$ cat src/design/jsj_pkg.sv
// Package for the joystick servo jog controller.
// Holds the request and result payload types, the configuration and state
// records, event codes, register indexes and reset values. No dependencies.
package jsj_pkg;

  // Field widths.
  localparam int DUTY_W  = 22;
  localparam int DZ_W    = 15;
  localparam int AXIS_W  = 16;
  localparam int PART_W  = 5;
  localparam int MODE_W  = 2;
  localparam int CIDX_W  = 4;
  localparam int NUM_AXES = 5;
  localparam int AXSEL_W = 3;

  // Event kinds.
  localparam logic CMD_AXIS   = 1'b0;
  localparam logic CMD_BUTTON = 1'b1;

  // Axis and button numbers.
  localparam logic [PART_W-1:0] PART_SELECT  = 5'd0;
  localparam logic [PART_W-1:0] PART_LEFT_Y  = 5'd1;
  localparam logic [PART_W-1:0] PART_RIGHT_Y = 5'd3;
  localparam logic [PART_W-1:0] PART_GYRO_Y  = 5'd5;
  localparam logic [PART_W-1:0] PART_CIRCLE  = 5'd17;
  localparam logic [PART_W-1:0] PART_CROSS   = 5'd18;

  // Slots of the tracked axis values.
  localparam logic [AXSEL_W-1:0] AX_LY     = 3'd0;
  localparam logic [AXSEL_W-1:0] AX_RY     = 3'd1;
  localparam logic [AXSEL_W-1:0] AX_GY     = 3'd2;
  localparam logic [AXSEL_W-1:0] AX_CIRCLE = 3'd3;
  localparam logic [AXSEL_W-1:0] AX_CROSS  = 3'd4;

  // Control modes.
  localparam logic [MODE_W-1:0] MODE_STICKS = 2'd0;
  localparam logic [MODE_W-1:0] MODE_GYRO   = 2'd1;
  localparam logic [MODE_W-1:0] MODE_HOLD   = 2'd2;
  localparam logic [MODE_W-1:0] MODE_SPARE  = 2'd3;

  // Configuration register indexes.
  localparam logic [CIDX_W-1:0] CFG_STICK_DZ  = 4'd0;
  localparam logic [CIDX_W-1:0] CFG_BUTTON_DZ = 4'd1;
  localparam logic [CIDX_W-1:0] CFG_GRIP_MIN  = 4'd2;
  localparam logic [CIDX_W-1:0] CFG_GRIP_MAX  = 4'd3;
  localparam logic [CIDX_W-1:0] CFG_JA_MIN    = 4'd4;
  localparam logic [CIDX_W-1:0] CFG_JA_MAX    = 4'd5;
  localparam logic [CIDX_W-1:0] CFG_JB_MIN    = 4'd6;
  localparam logic [CIDX_W-1:0] CFG_JB_MAX    = 4'd7;

  // Configuration reset values.
  localparam logic [DZ_W-1:0]   RST_STICK_DZ  = 15'd500;
  localparam logic [DZ_W-1:0]   RST_BUTTON_DZ = 15'd350;
  localparam logic [DUTY_W-1:0] RST_GRIP_MIN  = 22'd1696325;
  localparam logic [DUTY_W-1:0] RST_GRIP_MAX  = 22'd2262995;
  localparam logic [DUTY_W-1:0] RST_JA_MIN    = 22'd700000;
  localparam logic [DUTY_W-1:0] RST_JA_MAX    = 22'd2158665;
  localparam logic [DUTY_W-1:0] RST_JB_MIN    = 22'd700000;
  localparam logic [DUTY_W-1:0] RST_JB_MAX    = 22'd1895460;

  // Setpoint reset values.
  localparam logic [DUTY_W-1:0] RST_GRIP_SP = 22'd1095460;
  localparam logic [DUTY_W-1:0] RST_JA_SP   = 22'd1458665;
  localparam logic [DUTY_W-1:0] RST_JB_SP   = 22'd1367695;

  typedef struct packed {
    logic                     cmd;
    logic [PART_W-1:0]        part_id;
    logic signed [AXIS_W-1:0] event_value;
  } jsj_in_t;

  typedef struct packed {
    logic [DUTY_W-1:0] gripper_duty;
    logic [DUTY_W-1:0] joint_a_duty;
    logic [DUTY_W-1:0] joint_b_duty;
    logic [MODE_W-1:0] control_mode;
  } jsj_out_t;

  typedef struct packed {
    logic [DZ_W-1:0]   stick_thresh;
    logic [DZ_W-1:0]   press_thresh;
    logic [DUTY_W-1:0] gripper_min;
    logic [DUTY_W-1:0] gripper_max;
    logic [DUTY_W-1:0] joint_a_min;
    logic [DUTY_W-1:0] joint_a_max;
    logic [DUTY_W-1:0] joint_b_min;
    logic [DUTY_W-1:0] joint_b_max;
  } jsj_cfg_t;

  typedef struct packed {
    logic [DUTY_W-1:0]                  gripper_sp;
    logic [DUTY_W-1:0]                  joint_a_sp;
    logic [DUTY_W-1:0]                  joint_b_sp;
    logic [MODE_W-1:0]                  mode;
    logic [NUM_AXES-1:0][AXIS_W-1:0]    last_axis;
  } jsj_state_t;

  // Select press advances the mode modulo three.
  function automatic logic [MODE_W-1:0] mode_next(input logic [MODE_W-1:0] m);
    logic [MODE_W-1:0] r;
    begin
      unique case (m)
        MODE_STICKS: r = MODE_GYRO;
        MODE_GYRO:   r = MODE_HOLD;
        MODE_HOLD:   r = MODE_STICKS;
        default:     r = MODE_GYRO;
      endcase
      return r;
    end
  endfunction

endpackage

$ cat src/design/jsj_cfg_regs.sv
// Configuration register file of the joystick servo jog controller.
// Depends on jsj_pkg for the register indexes, reset values and jsj_cfg_t.
module jsj_cfg_regs (
  input  logic                         clk,
  input  logic                         rst_n,
  input  logic                         cfg_valid,
  output logic                         cfg_ready,
  input  logic [jsj_pkg::CIDX_W-1:0]   cfg_index,
  input  logic [jsj_pkg::DUTY_W-1:0]   cfg_wdata,
  output jsj_pkg::jsj_cfg_t            cfg
);
  import jsj_pkg::*;

  jsj_cfg_t cfg_r, cfg_nxt;

  // Writes are always taken.
  assign cfg_ready = 1'b1;
  assign cfg       = cfg_r;

  // Decode the register index; writes beyond the list are dropped.
  always_comb begin
    cfg_nxt = cfg_r;
    if (cfg_valid) begin
      unique case (cfg_index)
        CFG_STICK_DZ:  cfg_nxt.stick_thresh    = cfg_wdata[DZ_W-1:0];
        CFG_BUTTON_DZ: cfg_nxt.press_thresh    = cfg_wdata[DZ_W-1:0];
        CFG_GRIP_MIN:  cfg_nxt.gripper_min     = cfg_wdata;
        CFG_GRIP_MAX:  cfg_nxt.gripper_max     = cfg_wdata;
        CFG_JA_MIN:    cfg_nxt.joint_a_min     = cfg_wdata;
        CFG_JA_MAX:    cfg_nxt.joint_a_max     = cfg_wdata;
        CFG_JB_MIN:    cfg_nxt.joint_b_min     = cfg_wdata;
        CFG_JB_MAX:    cfg_nxt.joint_b_max     = cfg_wdata;
        default:       cfg_nxt = cfg_r;
      endcase
    end
  end

  always_ff @(posedge clk) begin
    if (!rst_n) begin
      cfg_r.stick_thresh    <= RST_STICK_DZ;
      cfg_r.press_thresh    <= RST_BUTTON_DZ;
      cfg_r.gripper_min     <= RST_GRIP_MIN;
      cfg_r.gripper_max     <= RST_GRIP_MAX;
      cfg_r.joint_a_min     <= RST_JA_MIN;
      cfg_r.joint_a_max     <= RST_JA_MAX;
      cfg_r.joint_b_min     <= RST_JB_MIN;
      cfg_r.joint_b_max     <= RST_JB_MAX;
    end else begin
      cfg_r <= cfg_nxt;
    end
  end

endmodule

$ cat src/design/jsj_step.sv
// Per-event update logic of the joystick servo jog controller.
// Computes the next setpoints, mode and tracked axis values from one event.
// Depends on jsj_pkg for the payload, state and configuration types.
module jsj_step #(
  parameter int STEP_GAIN = 5
) (
  input  jsj_pkg::jsj_in_t    item,
  input  jsj_pkg::jsj_state_t state,
  input  jsj_pkg::jsj_cfg_t   cfg,
  output jsj_pkg::jsj_state_t state_nxt
);
  import jsj_pkg::*;

  localparam int DIFF_W = AXIS_W + 1;
  localparam int GAIN_W = $clog2(STEP_GAIN + 1);
  localparam int PROD_W = DIFF_W + GAIN_W + 1;
  localparam int SUM_W  = ((DUTY_W + 1 > PROD_W) ? DUTY_W + 1 : PROD_W) + 1;
  localparam logic signed [PROD_W-1:0] GAIN_S = PROD_W'(STEP_GAIN);

  // Clamp a widened setpoint to its limits; a low hit wins over a high one.
  function automatic logic [DUTY_W-1:0] clamp_duty(
    input logic signed [SUM_W-1:0] v,
    input logic [DUTY_W-1:0]       lo,
    input logic [DUTY_W-1:0]       hi
  );
    logic signed [SUM_W-1:0] lo_s;
    logic signed [SUM_W-1:0] hi_s;
    logic [DUTY_W-1:0]       r;
    begin
      lo_s = $signed({{(SUM_W-DUTY_W){1'b0}}, lo});
      hi_s = $signed({{(SUM_W-DUTY_W){1'b0}}, hi});
      if (v < lo_s) r = lo;
      else if (v > hi_s) r = hi;
      else r = v[DUTY_W-1:0];
      return r;
    end
  endfunction

  function automatic logic signed [SUM_W-1:0] widen_duty(input logic [DUTY_W-1:0] d);
    return $signed({{(SUM_W-DUTY_W){1'b0}}, d});
  endfunction

  logic                      is_axis;
  logic                      do_ly, do_ry, do_gy, do_circle, do_cross;
  logic                      handled;
  logic [AXSEL_W-1:0]        ax_sel;
  logic [AXIS_W-1:0]         last_val;
  logic signed [DIFF_W-1:0]  val_x, last_x, diff;
  logic signed [DIFF_W-1:0]  sdz_pos, sdz_neg, bdz_pos;
  logic                      diff_pos, diff_neg;
  logic                      stick_move, btn_move;
  logic signed [PROD_W-1:0]  prod;
  logic signed [SUM_W-1:0]   prod_w, d_stick, d_btn;
  logic signed [SUM_W-1:0]   a_sum, b_sum, g_sum;

  // Decide which handler, if any, takes this event.
  always_comb begin
    is_axis   = (item.cmd == CMD_AXIS);
    do_ly     = is_axis && (state.mode == MODE_STICKS) && (item.part_id == PART_LEFT_Y);
    do_ry     = is_axis && (state.mode == MODE_STICKS) && (item.part_id == PART_RIGHT_Y);
    do_gy     = is_axis && (state.mode == MODE_GYRO) && (item.part_id == PART_GYRO_Y);
    do_circle = is_axis && (item.part_id == PART_CIRCLE);
    do_cross  = is_axis && (item.part_id == PART_CROSS);
    handled   = do_ly | do_ry | do_gy | do_circle | do_cross;
    priority if (do_ly)     ax_sel = AX_LY;
    else if (do_ry)         ax_sel = AX_RY;
    else if (do_gy)         ax_sel = AX_GY;
    else if (do_circle)     ax_sel = AX_CIRCLE;
    else                    ax_sel = AX_CROSS;
  end

  // Fetch the stored value of the selected axis.
  always_comb begin
    unique case (ax_sel)
      AX_LY:     last_val = state.last_axis[0];
      AX_RY:     last_val = state.last_axis[1];
      AX_GY:     last_val = state.last_axis[2];
      AX_CIRCLE: last_val = state.last_axis[3];
      AX_CROSS:  last_val = state.last_axis[4];
      default:   last_val = '0;
    endcase
  end

  // Change from the stored value and the dead zone tests.
  always_comb begin
    val_x    = $signed({item.event_value[AXIS_W-1], item.event_value});
    last_x   = $signed({last_val[AXIS_W-1], last_val});
    diff     = val_x - last_x;
    diff_pos = !diff[DIFF_W-1] && (|diff);
    diff_neg = diff[DIFF_W-1];
    sdz_pos  = $signed({2'b00, cfg.stick_thresh});
    sdz_neg  = -sdz_pos;
    bdz_pos  = $signed({2'b00, cfg.press_thresh});
    stick_move = ((val_x > sdz_pos) && diff_pos) || ((val_x < sdz_neg) && diff_neg);
    btn_move   = (val_x > bdz_pos) && diff_pos;
  end

  // Scale the change by the step gain.
  assign prod    = {{(PROD_W-DIFF_W){diff[DIFF_W-1]}}, diff} * GAIN_S;
  assign prod_w  = {{(SUM_W-PROD_W){prod[PROD_W-1]}}, prod};
  assign d_stick = stick_move ? prod_w : '0;
  assign d_btn   = btn_move ? prod_w : '0;

  // Moved setpoints before clamping.
  always_comb begin
    b_sum = widen_duty(state.joint_b_sp) - d_stick;
    a_sum = do_gy ? widen_duty(state.joint_a_sp) + d_stick
                  : widen_duty(state.joint_a_sp) - d_stick;
    g_sum = do_cross ? widen_duty(state.gripper_sp) - d_btn
                     : widen_duty(state.gripper_sp) + d_btn;
  end

  // Commit the touched setpoints, the axis value and the mode.
  always_comb begin
    state_nxt = state;
    if (do_ly || do_gy) begin
      state_nxt.joint_b_sp = clamp_duty(b_sum, cfg.joint_b_min, cfg.joint_b_max);
    end
    if (do_ry || do_gy) begin
      state_nxt.joint_a_sp = clamp_duty(a_sum, cfg.joint_a_min, cfg.joint_a_max);
    end
    if (do_circle || do_cross) begin
      state_nxt.gripper_sp = clamp_duty(g_sum, cfg.gripper_min, cfg.gripper_max);
    end
    if (handled) begin
      unique case (ax_sel)
        AX_LY:     state_nxt.last_axis[0] = item.event_value;
        AX_RY:     state_nxt.last_axis[1] = item.event_value;
        AX_GY:     state_nxt.last_axis[2] = item.event_value;
        AX_CIRCLE: state_nxt.last_axis[3] = item.event_value;
        AX_CROSS:  state_nxt.last_axis[4] = item.event_value;
        default:   state_nxt.last_axis = state.last_axis;
      endcase
    end
    if ((item.cmd == CMD_BUTTON) && (item.part_id == PART_SELECT) &&
        (item.event_value == AXIS_W'(1))) begin
      state_nxt.mode = mode_next(state.mode);
    end
  end

endmodule

$ cat src/design/joystick_servo_jog_controller_unit.sv
// Top level of the joystick servo jog controller.
// Instantiates jsj_cfg_regs and jsj_step; depends on jsj_pkg.
//
// One joystick event enters per clock while the result side is not stalled,
// and each yields exactly one result: the three duty setpoints and the control
// mode after that event. An event is held in an input register; the update
// logic (jsj_step) works on it once the result register is free and writes the
// setpoint state and the result register together, so results are registered;
// throughput is one event per cycle while out_stall is low. A stalled result
// holds in the output register while one more event is taken into the input
// register; only then does in_stall rise.
// Configuration writes are taken in any cycle (cfg_ready is tied high) but
// must only be issued while no event is in flight.
module joystick_servo_jog_controller_unit #(
  parameter int STEP_GAIN = 5
) (
  input  logic                       clk,
  input  logic                       rst_n,
  input  logic                       in_valid,
  output logic                       in_stall,
  input  jsj_pkg::jsj_in_t           in_data,
  output logic                       out_valid,
  input  logic                       out_stall,
  output jsj_pkg::jsj_out_t          out_data,
  input  logic                       cfg_valid,
  output logic                       cfg_ready,
  input  logic [jsj_pkg::CIDX_W-1:0] cfg_index,
  input  logic [jsj_pkg::DUTY_W-1:0] cfg_wdata
);
  import jsj_pkg::*;

  jsj_cfg_t   cfg;
  jsj_in_t    in_data_r, in_data_nxt;
  logic       in_valid_r, in_valid_nxt;
  jsj_state_t state_r, state_nxt, step_state;
  jsj_out_t   out_data_r, out_data_nxt;
  logic       out_valid_r, out_valid_nxt;
  logic       advance, accept;

  jsj_cfg_regs u_cfg (
    .clk       (clk),
    .rst_n     (rst_n),
    .cfg_valid (cfg_valid),
    .cfg_ready (cfg_ready),
    .cfg_index (cfg_index),
    .cfg_wdata (cfg_wdata),
    .cfg       (cfg)
  );

  jsj_step #(
    .STEP_GAIN (STEP_GAIN)
  ) u_step (
    .item      (in_data_r),
    .state     (state_r),
    .cfg       (cfg),
    .state_nxt (step_state)
  );

  // Pipeline control: the held request moves on when the result slot frees.
  assign advance  = in_valid_r && (!out_valid_r || !out_stall);
  assign in_stall = in_valid_r && !advance;
  assign accept   = in_valid && !in_stall;

  always_comb begin
    in_valid_nxt  = accept || (in_valid_r && !advance);
    in_data_nxt   = accept ? in_data : in_data_r;
    out_valid_nxt = advance || (out_valid_r && out_stall);
    state_nxt     = advance ? step_state : state_r;
    out_data_nxt  = out_data_r;
    if (advance) begin
      out_data_nxt.gripper_duty = step_state.gripper_sp;
      out_data_nxt.joint_a_duty = step_state.joint_a_sp;
      out_data_nxt.joint_b_duty = step_state.joint_b_sp;
      out_data_nxt.control_mode = step_state.mode;
    end
  end

  // Control and setpoint state.
  always_ff @(posedge clk) begin
    if (!rst_n) begin
      in_valid_r         <= 1'b0;
      out_valid_r        <= 1'b0;
      state_r.gripper_sp <= RST_GRIP_SP;
      state_r.joint_a_sp <= RST_JA_SP;
      state_r.joint_b_sp <= RST_JB_SP;
      state_r.mode       <= MODE_STICKS;
      state_r.last_axis  <= '0;
    end else begin
      in_valid_r  <= in_valid_nxt;
      out_valid_r <= out_valid_nxt;
      state_r     <= state_nxt;
    end
  end

  // Payload registers.
  always_ff @(posedge clk) begin
    in_data_r  <= in_data_nxt;
    out_data_r <= out_data_nxt;
  end

  assign out_valid = out_valid_r;
  assign out_data  = out_data_r;

endmodule

$ cat config.mk
export PLATFORM = sky130hd
export DESIGN_NAME = joystick_servo_jog_controller_unit
export DESIGN_NICKNAME = d
export VERILOG_FILES = /design/src/design/jsj_pkg.sv /design/src/design/jsj_cfg_regs.sv /design/src/design/jsj_step.sv /design/src/design/joystick_servo_jog_controller_unit.sv
export SDC_FILE = /design/constraint.sdc
export NUM_CORES = 1
export LEC_CHECK = 0
export ABC_AREA = 1
export BUFFER_PORTS_ARGS = -buffer_cell sky130_fd_sc_hd__buf_2
export CORE_ASPECT_RATIO = 1.2
export CORE_MARGIN = 2
export CORE_UTILIZATION = 50
export CTS_BUF_LIST = sky130_fd_sc_hd__clkbuf_4
export CTS_CLUSTER_SIZE = 30
export DETAILED_ROUTE_END_ITERATION = 16
export GPL_TIMING_DRIVEN = 0
export PLACE_DENSITY = 0.67
export REMOVE_ABC_BUFFERS = 1
export SETUP_SLACK_MARGIN = 0.1
export SKIP_CTS_REPAIR_TIMING = 1
export SLEW_MARGIN = 20
export SYNTH_ARGS = -nofsm -noshare
export SYNTH_HDL_FRONTEND = slang
export SYNTH_SLANG_ARGS = --single-unit
$ cat constraint.sdc
create_clock -name clk -period 14.55 [get_ports clk]
set_clock_uncertainty 0.1 [all_clocks]
set_input_delay 1.455 -clock clk [delete_from_list [all_inputs] [get_ports clk]]
set_output_delay 1.455 -clock clk [all_outputs]
set_load 0.03 [all_outputs]
==> summary.md, run 1 <==
| Metric | Value |
|---|---|
| Status | finished, final reports clean |
| Slew Limit Headroom | 0.237 |
| DRT iter0 DRCs | 1773 |
| Via-per-instance ratio | 5.48 |
| Full die area | 0.0576 mm2 |
| Yosys warning count | 0 |
| Area occupied by multi-input gates | 0.0161 mm2 |
| WS Path Type | flop to flop |
| Fin Setup TNS | 0 ps |
| Die width | 219 um |
| CP required | 15150 ps |
| Reg-to-reg startpoint | state_r[81] |
| Area leader, netlist | dfxtp_1 |
| Hold crit path type | flop to flop |
| Max VDD drop | 0.0000846 V |
| Largest net degree at the start of global routing | 134 |
| Mapped Area | 0.0279 mm2 |
| Register-to-register setup slack | 1520 ps |
| Worst setup margin | 1520 ps |
| Fin crit share | 0.895 |
| Clk Latency, worst-skew pair | 910 ps |
| Gr ovfl total | 0 |
| FP Rows | 94 |
| WL per Instance | 17.8 um |
| Fmax | 0.0768 GHz |
| Capture point of the worst reg-to-reg path | out_data[38] |
| Clock buffer count from CTS | 106 |
| Antenna violations before repair | 4 |
| WL met3 | 5.00 mm |
| Global-route wire length before repair | 131 mm |
| Post-DP Area | 0.0291 mm2 |
| Avg Inst Size Synth | 7.29 um2 |
| Synth top area share | 0.224 |
| Top_reg_cell synth | dfxtp_1 |
| Bufs on Longest Clock Path | 3 |
| Die height | 263 um |
| Power density cells | 162 mW/mm2 |
| Distinct cells, synth | 63 |
| CTS Sinks | 402 |
| Io pins | 124 |
| Drt first pass iters | 5 |
| Met2 WL post-DR | 39.6 mm |
| Hold endpoint | state_r[0] |
| Vias | 25905 |
| Max cap viols | 0 |
| Critical path fanouts, max | 34 |
| Final setup vio count | 0 |
| Detail Route Antenna Nets | 0 |
| I/O Buffers | 122 |
| Flip-flop and latch area | 0.00895 mm2 |
| Gr usage total | 0.291 |
| Fill count | 5371 |
| Min-Delay Path Depth | 2 |
| Worst Setup Start Kind | flop |
| Pleak | 14.4 nW |
| Nets | 4267 |
| Finished Core Util | 0.556 |
| Min cycle time layout | 13030 ps |
| Critical path data arrival time | 13620 ps |
| Hold Path Origin | state_r[0] |
| Asr flop ratio synth | 0 |
| Area contributors post-synth | dfxtp_1 (22%), ha_1 (13%), edfxtp_1 (9.7%) |
| Detail Placement HPWL | 60.4 mm |
| Post-synthesis sequential area ratio | 0.321 |
| Post-place setup slack | 1810 ps |
| CTS H-tree depth | 3 |
| EDFF count, synth | 90 |
| Top Metal Used | met4 |
| Unrepaired setup endpoints after global routing | false |
| Max incr delay on CP | 790 ps |
| Routed Wire Length | 84.1 mm |
| Crit end category | flop |
| CTS tree | yes |
| Hold Vio Cnt, Final | 0 |
| Share of layout cells above drive strength 1 | 0.112 |
| R2r worst-path depth | 57 |
| Core area | 0.0549 mm2 |
| Initial Util | 0.507 |
| Area Overhead vs Synth | 9.72% |
| Clock-pin slew of the registers on the worst-case setup and hold paths | 70 ps |
| Max Slew Vio Count | 0 |
| Synth Instances | 3820 |
| Root Driver | clkbuf_4 |
| CP max-delay cell | nand2_1 |
| #FFs+latches synth | 402 |
| GPL Wtd Cong | 0.942 |
| Tightest Pin Transition | 1140 ps |
| Vias in the first global route | 24255 |
| DRC viols | 0 |
| Design area | 0.0306 mm2 |
| Wl on met1 | 35.7 mm |
[worst max-delay path, delay by kind of cell (launching register included)]
kind	cells	cell delay (ps)
simple gates	28	5550
fa+ha+maj	6	1720
flops	1	330
buf+inv	11	1980
compound gates	11	2800
xor+xnor	1	220
[flip-flops by register name, indices dropped and copies added, names as in the netlist]
register,cells
in_data_r,22
in_valid_r,1
out_data,68
out_valid,1
state_r,148
u_cfg.cfg,162
[placed cells by master, fill, tap and decap left out, types with 9 or more instances in the layout]
cell         n
nand2_4     16
nand3_1    194
a31oi_1     11
o211ai_1    68
inv_1      569
nor2_2      16
a21oi_2     20
a21boi_1    20
nor3_1      31
clkbuf_4   165
xnor2_1     39
o2111ai_1    9
nor2_1     145
nand2_2     28
dfxtp_1    312
xor2_1      81
o221ai_1    11
edfxtp_1    90
a221oi_1    15
buf_2      123
a211oi_1    10
a21boi_0    10
inv_2       11
o21ai_0    298
nand4_1     58
nand2_1    717
ha_1       291
clkinv_1    20
a21oi_1    492
[worst max-delay path by stage]
| stage | cells after the start | to | from |
|---|---|---|---|
| 2_1_floorplan | 51 | out_data[26] | state_r[81] |
| 3_3_place_gp | 55 | out_data[38] | state_r[81] |
| 3_5_place_dp | 57 | out_data[38] | state_r[81] |
| 4_1_cts | 57 | out_data[38] | state_r[81] |
| 5_1_grt | 57 | out_data[38] | state_r[81] |
| 6_report | 57 | out_data[38] | state_r[81] |
[layer usage]
layer	vias up	track usage
met1	11839	0.368
li1	13103	-
met3	173	0.0409
met2	790	0.484
met4	0	0.143
met5	-	0
[cells in the mapped netlist (12+ instances only)]
library cell / number
buf_6: 14
buf_1: 12
buf_2: 14
nor2_1: 158
a221oi_1: 15
inv_1: 570
o21ai_0: 298
nand2_4: 15
nand2_2: 28
a21oi_2: 20
edfxtp_1: 90
nor3_1: 33
clkbuf_1: 110
nand4_1: 58
xnor2_1: 39
a21oi_1: 492
ha_1: 291
nand3_1: 194
xor2_1: 81
o211ai_1: 68
a21boi_1: 20
nand2_1: 718
dfxtp_1: 312
[cell families (layout without fill, tap and decap cells)]
family / count (synthesis) / count (layout) / share of synthesized area
and+or+nand+nor: 1250 / 1250 / 0.198
DFF: 402 / 402 / 0.321
adders and majority gates: 296 / 296 / 0.134
muxes: 1 / 1 / 0.000404
buffers and inverters: 740 / 924 / 0.105
xor gates and xnor gates: 120 / 120 / 0.0377
other: 1 / 3 / 0.000135
AOI/OAI and AO/OA: 1010 / 1010 / 0.204
[final cells by class]
class / instances / share of cell area
Antenna cell: 2 / 0.000164
Sequential cell: 402 / 0.293
Clock inverter: 29 / 0.00737
Multi-Input combinational cell: 2678 / 0.526
Clock buffer: 165 / 0.0405
Tap cell: 720 / 0.0295
Timing Repair Buffer: 144 / 0.0314
Inverter: 586 / 0.0726
[where the power goes]
| group | internal, W | switching [W] | total [W] |
|---|---|---|---|
| logic | 0.000894 | 0.00174 | 0.00263 |
| registers | 0.00118 | 0.0000298 | 0.00121 |
| clock network | 0.000585 | 0.000509 | 0.00109 |
[through the flow]
step	power [W]	hold slack [ps]	instances
after global routing	0.00538	372	4725
after floorplan	0.00316	323	3666
after CTS	0.00494	351	4724
final	0.00494	349	4726
after global placement	0.00380	333	4508
after detailed placement	0.00383	341	4530
Note: power is estimated with default switching activity, not from simulation.
==> run 2: changes to the inputs <==
--- a/config.mk
+++ b/config.mk
@@ -5,7 +5,6 @@
 export SDC_FILE = /design/constraint.sdc
 export NUM_CORES = 1
 export LEC_CHECK = 0
-export ABC_AREA = 1
 export BUFFER_PORTS_ARGS = -buffer_cell sky130_fd_sc_hd__buf_2
 export CORE_ASPECT_RATIO = 1.2
 export CORE_MARGIN = 2
==> summary.md, run 2 <==
| Metric | Value |
|---|---|
| Fmax | 0.0753 GHz |
| Detail Route Antenna Nets | 0 |
| Capture point of the worst reg-to-reg path | state_r[107] |
| Simple logic cell fraction of the synthesized area | 0.178 |
| Io pins | 124 |
| Hold Path Origin | state_r[71] |
| Clock-pin slew of the registers on the worst-case setup and hold paths | 70 ps |
| Critical path data arrival time | 13920 ps |
| Most common cell in the synthesized netlist | nand2_1 |
| R2r worst-path depth | 44 |
| Drt first pass iters | 8 |
| WS Path Type | flop to flop |
| Synth top area share | 0.218 |
| Max Slew Vio Count | 0 |
| Core area | 0.0569 mm2 |
| CP max-delay cell | or4b_2 |
| Root Driver | clkbuf_4 |
| Tightest Pin Transition | 1120 ps |
| Top_reg_cell synth | dfxtp_1 |
| Initial Util | 0.503 |
| Adder-cell share of the synthesized area | 0.131 |
| Fin Setup TNS | 0 ps |
| Largest delay share family, worst path | compound AO/OA/AOI/OAI gates |
| Avg Inst Size Synth | 8.37 um2 |
| Full die area | 0.0592 mm2 |
| Max VDD drop | 0.0000701 V |
| FP Rows | 96 |
| Max reg flops | 162 |
| Clk Latency, worst-skew pair | 910 ps |
| Unrepaired setup endpoints after global routing | false |
| Yosys warning count | 0 |
| Largest family of logic cells by synthesized area | compound AO/OA/AOI/OAI gates |
| Crit end category | flop |
| Vias | 25332 |
| Status | finished, final reports clean |
| Mapped Area | 0.0286 mm2 |
| Max cap viols | 0 |
| CP Buf/Inv Count | 4 |
| Switching share of power | 0.392 |
| Max incr delay on CP | 760 ps |
| Register-to-register setup slack | 1270 ps |
| Most frequent cells in the layout | nand2_1 (631), dfxtp_1 (312), ha_1 (291), inv_1 (207) |
| Routed Wire Length | 86.6 mm |
| Internal Power | 0.00243 W |
| Via-per-instance ratio | 5.86 |
| CTS H-tree depth | 3 |
| Global-route wire length before repair | 135 mm |
| Post-synthesis sequential area ratio | 0.313 |
| Cell mode on critical path | ha_1 |
| Mux cell area share after synthesis | 0.0623 |
| Distinct cells, synth | 110 |
| Hold Vio Cnt, Final | 0 |
| Final setup vio count | 0 |
| Vias in the first global route | 24191 |
| EDFF count, synth | 90 |
| DRC viols | 0 |
| Area contributors post-synth | dfxtp_1 (22%), ha_1 (13%), edfxtp_1 (9.4%) |
| GPL Wtd Cong | 0.947 |
| Synth Instances | 3418 |
| Pleak | 12.6 nW |
| Hold endpoint | state_r[71] |
| Area leader, netlist | dfxtp_1 |
| Fin crit share | 0.913 |
| Largest net degree at the start of global routing | 139 |
| Fill count | 5454 |
| Antenna violations before repair | 1 |
| Power density cells | 128 mW/mm2 |
| Area Overhead vs Synth | 9.60% |
| PnR Total Power | 0.00400 W |
| Asr flop ratio synth | 0 |
| Switching power of the nets | 0.00157 W |
| Nets | 3849 |
| Min cycle time layout | 13280 ps |
| Min-Delay Path Depth | 2 |
| Share of layout cells above drive strength 1 | 0.126 |
| Detail Placement HPWL | 62.8 mm |
| Hold crit path type | flop to flop |
| Critical path fanouts, max | 31 |
| Gr usage total | 0.289 |
| DRT iter0 DRCs | 1954 |
| Die width | 222 um |
| Commonest cells post-synth | nand2_1 (631), dfxtp_1 (312), ha_1 (291) |
| Fraction of the mapped netlist area in compound gates | 0.223 |
| Combinational share of power | 0.442 |
| Worst Setup Start Kind | flop |
| Seq pwr share | 0.294 |
| Gr ovfl total | 0 |
| Clock buffer count from CTS | 105 |
| CP required | 15190 ps |
| Xor and xnor area share after synthesis | 0.0358 |
| Reg-to-reg startpoint | in_data_r[20] |
| CTS tree | yes |
| Most common cell after layout, fill and taps aside | nand2_1 |
| Clock Power Share | 0.263 |
| Die height | 266 um |
| I/O Buffers | 122 |
| CTS Sinks | 402 |
| #FFs+latches synth | 402 |
| Bufs on Longest Clock Path | 3 |
| WL per Instance | 20.0 um |
| Slew Limit Headroom | 0.249 |
==> run 2: cell count changes in the layout (fill, tap and decap cells not counted), moves of 41 or more <==
cell,delta
nand3_1,-166
nand2_1,-86
o21ai_1,+41
a21o_1,+44
a21boi_0,+171
a21oi_1,-311
mux2i_1,+105
inv_1,-362
o21ai_0,-214
==> run 2: kinds of logic after synthesis <==
| family | after synthesis |
|---|---|
| other | 1 |
| AND/OR/NAND/NOR | 1127 |
| flip-flops | 402 |
| multiplexers | 170 |
| AO/OA/AOI/OAI | 919 |
| XOR/XNOR | 114 |
| buffers and inverters | 389 |
| adder cells (fa/ha/maj) | 296 |
==> run 2: cell type report <==
| type | instances | area [um2] | share of cell area |
|---|---|---|---|
| inverters | 209 | 790 | 0.0252 |
| clock inverters | 25 | 155 | 0.00495 |
| multi-input cells | 2627 | 18200 | 0.580 |
| well taps | 735 | 920 | 0.0293 |
| flip-flops and latches | 402 | 8950 | 0.285 |
| diodes | 2 | 5.00 | 0.000160 |
| repair buffers | 155 | 1100 | 0.0351 |
| clock buffers | 167 | 1250 | 0.0400 |
==> run 2: through the flow <==
| step | util | cell area [um2] | std cells | setup WS, ps | hold slack (ps) |
|---|---|---|---|---|---|
| global placement | 0.515 | 29300 | 4095 | -8130 | 353 |
| finish | 0.551 | 31400 | 4322 | 1270 | 363 |
| CTS | 0.550 | 31300 | 4319 | 865 | 364 |
| global route | 0.551 | 31400 | 4322 | 551 | 381 |
| detailed placement | 0.526 | 29900 | 4127 | 952 | 355 |
| floorplan | - | 27800 | 3238 | -117 | 343 |
==> run 2: power by group through the flow <==
| stage | logic (W) | clock network (W) | registers (W) |
|---|---|---|---|
| 3_5_place_dp | 0.00173 | 0 | 0.00120 |
| 4_1_cts | 0.00174 | 0.00108 | 0.00118 |
| 6_report | 0.00177 | 0.00105 | 0.00118 |
| 5_1_grt | 0.00194 | 0.00114 | 0.00118 |
| 3_3_place_gp | 0.00168 | 0 | 0.00120 |
| 2_1_floorplan | 0.00125 | 0 | 0.00121 |
==> run 2: worst max path at each step <==
stage               cells past startpoint      endpoint     startpoint  slack [ps]
floorplan                              43  state_r[104]  in_data_r[20]        -120
global placement                       42  state_r[104]  in_data_r[20]       -8130
detailed placement                     40  out_data[66]  in_data_r[20]         950
CTS                                    40  out_data[66]  in_data_r[20]         870
global route                           42  state_r[117]  in_data_r[20]         550
finish                                 44  state_r[107]  in_data_r[20]        1270
==> run 2: worst register-to-register path: cells and delay by family (launching register included) <==
family                   cells  cell delay [ps]
adder cells (fa/ha/maj)      5             1630
XOR/XNOR                     2              760
AND/OR/NAND/NOR             15             4800
buffers and inverters        4              700
AO/OA/AOI/OAI               18             4790
flip-flops                   1              400
==> run 2: per-layer routing <==
metal | GRT usage | up-vias | wire length, um
met5 | 0 | - | 0
met4 | 0.132 | 0 | 3810
met3 | 0.0373 | 186 | 4740
met2 | 0.503 | 746 | 41800
met1 | 0.355 | 11960 | 36200
li1 | - | 12440 | -
